<file path="src/rbt_pkg.sv">
// shared types, codes and constants of the resource barrier tracker
`default_nettype none

package rbt_pkg;

	// table geometry
	localparam int MAX_RESOURCES = 64;
	localparam int IDX_W         = (MAX_RESOURCES > 1) ? $clog2(MAX_RESOURCES) : 1;

	// fixed field widths
	localparam int MODE_W   = 2;
	localparam int RES_W    = 6;
	localparam int LAYOUT_W = 31;
	localparam int MASK_W   = 64;

	// queue between front and back
	localparam int QUEUE_DEPTH = 2;
	localparam int QPTR_W      = 1;
	localparam int QCNT_W      = 2;

	// mode codes on the input word
	localparam logic [MODE_W-1:0] MODE_DECLARE = 2'd0;
	localparam logic [MODE_W-1:0] MODE_ACCESS  = 2'd1;
	localparam logic [MODE_W-1:0] MODE_READ    = 2'd2;

	// pipeline and layout constants
	localparam logic [MASK_W-1:0]   STAGE_TOP_OF_PIPE = 64'd1;
	localparam logic [MASK_W-1:0]   STAGE_NONE        = 64'd0;
	localparam logic [MASK_W-1:0]   ACCESS_NONE       = 64'd0;
	localparam logic [LAYOUT_W-1:0] LAYOUT_UNDEFINED  = 31'd0;

	// operation after classification
	typedef enum logic [1:0] {
		OP_NOP,
		OP_DECLARE,
		OP_ACCESS,
		OP_READ
	} op_t;

	// back end sequencer states
	typedef enum logic {
		ST_IDLE,
		ST_EXEC
	} state_t;

	// classified word held in the queue
	typedef struct packed {
		op_t                 op;
		logic [RES_W-1:0]    resource;
		logic                is_texture;
		logic [LAYOUT_W-1:0] layout;
		logic [MASK_W-1:0]   stage_mask;
		logic [MASK_W-1:0]   access_mask;
		logic                is_write;
	} item_t;

	// one resource table entry
	typedef struct packed {
		logic [MASK_W-1:0]   last_stage;
		logic [MASK_W-1:0]   last_access;
		logic [LAYOUT_W-1:0] cur_layout;
		logic                was_written;
		logic                texture_kind;
	} entry_t;

	// result word
	typedef struct packed {
		logic                barrier_needed;
		logic [RES_W-1:0]    barrier_resource;
		logic [MASK_W-1:0]   src_stage;
		logic [MASK_W-1:0]   dst_stage;
		logic [MASK_W-1:0]   src_access;
		logic [MASK_W-1:0]   dst_access;
		logic [LAYOUT_W-1:0] old_layout;
		logic [LAYOUT_W-1:0] new_layout;
		logic [LAYOUT_W-1:0] final_layout;
	} result_t;

endpackage

`default_nettype wire

</file>
<file path="src/rbt_front.sv">
// front end: accepts input words, classifies them and queues them for the back end
`default_nettype none

module rbt_front (
	input  wire                           clk,
	input  wire                           arst_n,
	input  wire                           in_valid,
	output logic                          in_stall,
	input  wire  [rbt_pkg::MODE_W-1:0]    mode,
	input  wire  [rbt_pkg::RES_W-1:0]     resource,
	input  wire                           is_texture,
	input  wire  [rbt_pkg::LAYOUT_W-1:0]  layout,
	input  wire  [rbt_pkg::MASK_W-1:0]    stage_mask,
	input  wire  [rbt_pkg::MASK_W-1:0]    access_mask,
	input  wire                           is_write,
	output logic                          q_valid,
	output rbt_pkg::item_t                q_item,
	input  wire                           q_pop
);

	rbt_pkg::item_t              item_in;
	rbt_pkg::item_t              q_mem_q [rbt_pkg::QUEUE_DEPTH];
	logic [rbt_pkg::QPTR_W-1:0]  wr_ptr_q;
	logic [rbt_pkg::QPTR_W-1:0]  rd_ptr_q;
	logic [rbt_pkg::QCNT_W-1:0]  count_q;
	logic                        push;

	// classify: unknown modes and out-of-range resources become no-ops
	always_comb begin
		item_in.resource    = resource;
		item_in.is_texture  = is_texture;
		item_in.layout      = layout;
		item_in.stage_mask  = stage_mask;
		item_in.access_mask = access_mask;
		item_in.is_write    = is_write;
		if (32'(resource) >= rbt_pkg::MAX_RESOURCES) begin
			item_in.op = rbt_pkg::OP_NOP;
		end else begin
			case (mode)
				rbt_pkg::MODE_DECLARE: item_in.op = rbt_pkg::OP_DECLARE;
				rbt_pkg::MODE_ACCESS:  item_in.op = rbt_pkg::OP_ACCESS;
				rbt_pkg::MODE_READ:    item_in.op = rbt_pkg::OP_READ;
				default:               item_in.op = rbt_pkg::OP_NOP;
			endcase
		end
	end

	// queue handshake
	assign in_stall = (count_q == rbt_pkg::QCNT_W'(rbt_pkg::QUEUE_DEPTH));
	assign push     = in_valid && !in_stall;
	assign q_valid  = (count_q != '0);
	assign q_item   = q_mem_q[rd_ptr_q];

	// queue storage
	always_ff @(posedge clk) begin
		if (push) begin
			q_mem_q[wr_ptr_q] <= item_in;
		end
	end

	// queue pointers and fill count
	always_ff @(posedge clk or negedge arst_n) begin
		if (!arst_n) begin
			wr_ptr_q <= '0;
			rd_ptr_q <= '0;
			count_q  <= '0;
		end else begin
			if (push) begin
				wr_ptr_q <= wr_ptr_q + 1'b1;
			end
			if (q_pop) begin
				rd_ptr_q <= rd_ptr_q + 1'b1;
			end
			case ({push, q_pop})
				2'b10:   count_q <= count_q + 1'b1;
				2'b01:   count_q <= count_q - 1'b1;
				default: count_q <= count_q;
			endcase
		end
	end

endmodule

`default_nettype wire

</file>
<file path="config.mk">
export PLATFORM = sky130hd
export DESIGN_NAME = rbt_front
export DESIGN_NICKNAME = d
export VERILOG_FILES = /design/src/rbt_pkg.sv /design/src/rbt_front.sv
export SDC_FILE = /design/constraint.sdc
export NUM_CORES = 1
export LEC_CHECK = 0
export BUFFER_PORTS_ARGS = -buffer_cell sky130_fd_sc_hd__buf_2
export CAP_MARGIN = 25
export CORE_MARGIN = 2
export CORE_UTILIZATION = 47
export CTS_CLUSTER_DIAMETER = 100
export DETAILED_ROUTE_END_ITERATION = 8
export PLACE_DENSITY = 0.75
export SLEW_MARGIN = 20
export SYNTH_ARGS = -nofsm -noshare
export SYNTH_HDL_FRONTEND = slang
export SYNTH_SLANG_ARGS = --single-unit
</file>
<file path="constraint.sdc">
create_clock -name clk -period 8.7 [get_ports clk]
set_input_delay 1.305 -clock clk [delete_from_list [all_inputs] [get_ports clk]]
set_output_delay 1.305 -clock clk [all_outputs]
set_load 0.02 [all_outputs]
</file>
==> metrics.md <==
| Metric | Value |
|---|---|
| Placed inst area | `14900 um2` |
| Critical path data arrival time | `3.05 ns` |
| Capture point of the worst reg-to-reg path | `q_mem_q[1][107]` |
| Finish-stage setup viols | `0` |
| Crit path max fanout | `between 60 and 70` |
| WL final | `24400 um` |
| Sequential share of the synthesized area | `0.798` |
| Post-layout min period | `around 4.4 ns` |
| # nets final | `1097` |
| Antenna violations before repair | `2` |
| Port Buf Inserts | `343` |
| Post-synthesis register bit count | `between 300 and 400` |
| Routed vias | `6364` |
| RR Startpoint | `count_q[0]` |
| Crit path buffers/inverters | `2` |
| Clock Pin Slew Worst Setup and Hold Paths | `around 0.060 ns` |
| Largest net degree at the start of global routing | `71` |
| Crit path kind | `flip-flop to output pin` |
| # hold bufs at CTS | `0` |
| Routed WL per cell | `~19 um` |
| Top Ports | `~340` |
| CTS Buf Count | `37` |
| Pwr Density | `359 nW/um2` |
| CTS tree | `yes` |
| Post-synthesis mux area share | `0.177` |
| Setup tns final | `0 ns` |
| First-pass GRT wire length | `~36000 um` |
| Final Hold Fails | `0` |
| Clock Sinks | `342` |
| Gr usage total | `0.164` |
| Avg Cell Area, Syn | `23.3 um2` |
| Post-Layout Cell Count | `around 1300` |
| CP Depth | `3` |
| Starting Density | `0.478` |
| # placed instances | `1221` |
| Rows | `60` |
| Power Total | `approximately 5.7 mW` |
| HPWL Detailed | `16200 um` |
| Maximum VDD drop | `0.199 mV` |
| Post-synthesis instance total | `550` |
| Vias in the first global route | `6652` |
| RSZ-0062 raised after global routing | `false` |
| Pins Over Slew Limit | `0` |
| Die Ht | `between 150 and 200 um` |
| DRT iter0 DRCs | `roughly 390` |
| F_max | `0.230 GHz` |
| Vias per Instance | `roughly 5` |
| Die footprint | `approximately 29000 um2` |
| Post-synthesis compound-gate area fraction | `0` |
| Die width | `between 150 and 200 um` |
| CP endpoint kind | `output pin` |
| Root buf cell | `clkbuf_16` |
| Clock skew | `0.0126 ns` |
| Area share of fa/ha/maj cells after synthesis | `0.00390` |
| Cell Area, Synth | `roughly 13000 um2` |
| Main combinational cell family by area after synthesis | `multiplexers` |
| Setup Buffers After CTS | `0` |
| Core ar. | `26900 um2` |
| Synth Area in Simple Gates | `0.00292` |
| R2R setup slack | `between 6 and 7 ns` |
| Initial DRT Pass Iterations | `4` |
| GP Congestion | `approximately 0.77` |
| Max incr delay on CP | `0.99 ns` |
| Slew margin rel. | `0.330` |
| Status | `complete, no violations` |
| Clock insertion delay at the later pin of the skew report | `about 0.50 ns` |
| XOR/XNOR Fraction of Synth Area | `0.00341` |
| Cts repair resizes | `0` |
| Worst path cell trace | `buf_4 -> mux2_2 -> buf_2` |
| Crit-path slowest cell | `dfrtp_4` |
| Area Overhead vs Synth | `24.8%` |
| Antenna viol nets, final | `0` |
| Layout Cell Area excl Fill | `between 15000 and 20000 um2` |
| Hold Crit Class | `flip-flop to flip-flop` |
| Worst setup path end | `q_item[168]` |
| Max Cap Violations | `0` |
| WP data required | `between 7 and 8 ns` |
| Startpoint class of the critical path | `flip-flop` |
| Crit path launch | `rd_ptr_q` |
| R2r worst-path depth | `3` |
| CTS H-Tree Depth | `2` |
| Period utilisation layout | `0.500` |
| Delay-heaviest family, CP | `buffers and inverters` |
| Syn nets | `between 700 and 800` |
| Leak Pwr | `6.29 nW` |
| Netlist cell types | `15` |
| GRT overflow | `0` |
| Max Buffers Root-to-Sink | `3` |
| Share of cells above drive strength 1 | `0.607` |
| Slew @ Worst Pin | `~1.0 ns` |
| Yosys warnings | `0` |
| Drc violations | `0` |
-- layout make-up --
cell class / count / area, um2
Fill cell: 2057 / 10800
Sequential cell: 342 / 10300
Multi-Input combinational cell: 186 / 2420
Timing Repair Buffer: 350 / 1780
Clock buffer: 45 / 956
Tap cell: 341 / 427
Clock inverter: 22 / 173
Inverter: 3 / 11.3
Antenna cell: 2 / 5.00
-- logic make-up after synthesis --
kind of cell             Yosys count
buffers and inverters             22
multiplexers                     169
XOR/XNOR                           5
adder cells (fa/ha/maj)            4
AND/OR/NAND/NOR                    8
flip-flops                       342
-- routing by layer --
| layer | routed length [um] | part of all wire | up-vias | GRT usage |
|---|---|---|---|---|
| met5 | 0 | 0 | - | 0 |
| met4 | 628 | 0.026 | 0 | 0.0554 |
| met3 | 1970 | 0.081 | 46 | 0.0471 |
| met2 | 12200 | 0.50 | 276 | 0.280 |
| met1 | 9530 | 0.39 | 3112 | 0.200 |
| li1 | - | - | 2930 | - |
-- sequential cells by signal (all words and copies together) (netlist names) --
signal,count
count_q,2
q_mem_q,338
rd_ptr_q,1
wr_ptr_q,1
-- synthesized netlist by cell type --
cell type | number | share of area
and3_1 | 1 | 0.00049
buf_2 | 7 | 0.0027
buf_6 | 12 | 0.011
dfrtp_1 | 4 | 0.0078
edfxtp_1 | 338 | 0.79
ha_1 | 4 | 0.0039
inv_1 | 3 | 0.00088
mux2_2 | 69 | 0.061
mux2_4 | 100 | 0.12
nand2_1 | 1 | 0.00029
nand2b_1 | 1 | 0.00049
nor2_1 | 4 | 0.0012
or2_2 | 1 | 0.00049
xnor2_1 | 3 | 0.0020
xor2_1 | 2 | 0.0014
-- cells in the final DEF (no fill, tap or decap), types with 2 or more instances in the layout --
cell type / netlist / final
buf_2: 7 / 343
edfxtp_1: 338 / 338
mux2_4: 100 / 100
mux2_2: 69 / 69
clkbuf_16: 0 / 37
clkbuf_1: 0 / 8
clkinv_1: 0 / 7
clkinv_2: 0 / 6
buf_4: 0 / 6
ha_1: 4 / 4
clkinvlp_4: 0 / 4
inv_1: 3 / 3
nor2_1: 4 / 3
xnor2_1: 3 / 3
dfrtp_1: 4 / 3
diode_2: 0 / 2
xor2_1: 2 / 2
inv_6: 0 / 2
bufinv_16: 0 / 2
-- metrics by stage --
stage | setup WS (ns) | util | hold slack [ns]
final | 4.35 | 0.596 | 0.505
after global routing | 4.17 | 0.596 | 0.549
after detailed placement | 4.84 | 0.553 | 0.493
after floorplan | 2.45 | - | 0.457
after global placement | 4.86 | 0.553 | 0.476
after CTS | 4.28 | 0.595 | 0.508
-- how the worst min path moves through the flow --
stage / startpoint / endpoint / slack [ns] / cells past startpoint
floorplan: count_q[1] / count_q[1] / 0.46 / 1
global placement: count_q[1] / count_q[1] / 0.48 / 1
detailed placement: count_q[1] / count_q[1] / 0.49 / 1
CTS: count_q[1] / count_q[1] / 0.51 / 1
global route: count_q[1] / count_q[1] / 0.55 / 1
finish: count_q[1] / count_q[1] / 0.51 / 1
-- power by group --
part / internal, mW / switching [mW]
clock network: 0.846 / 0.596
registers: 2.26 / 0.145
logic: 0.807 / 1.10
No activity file was read; power rests on OpenSTA's default activity.
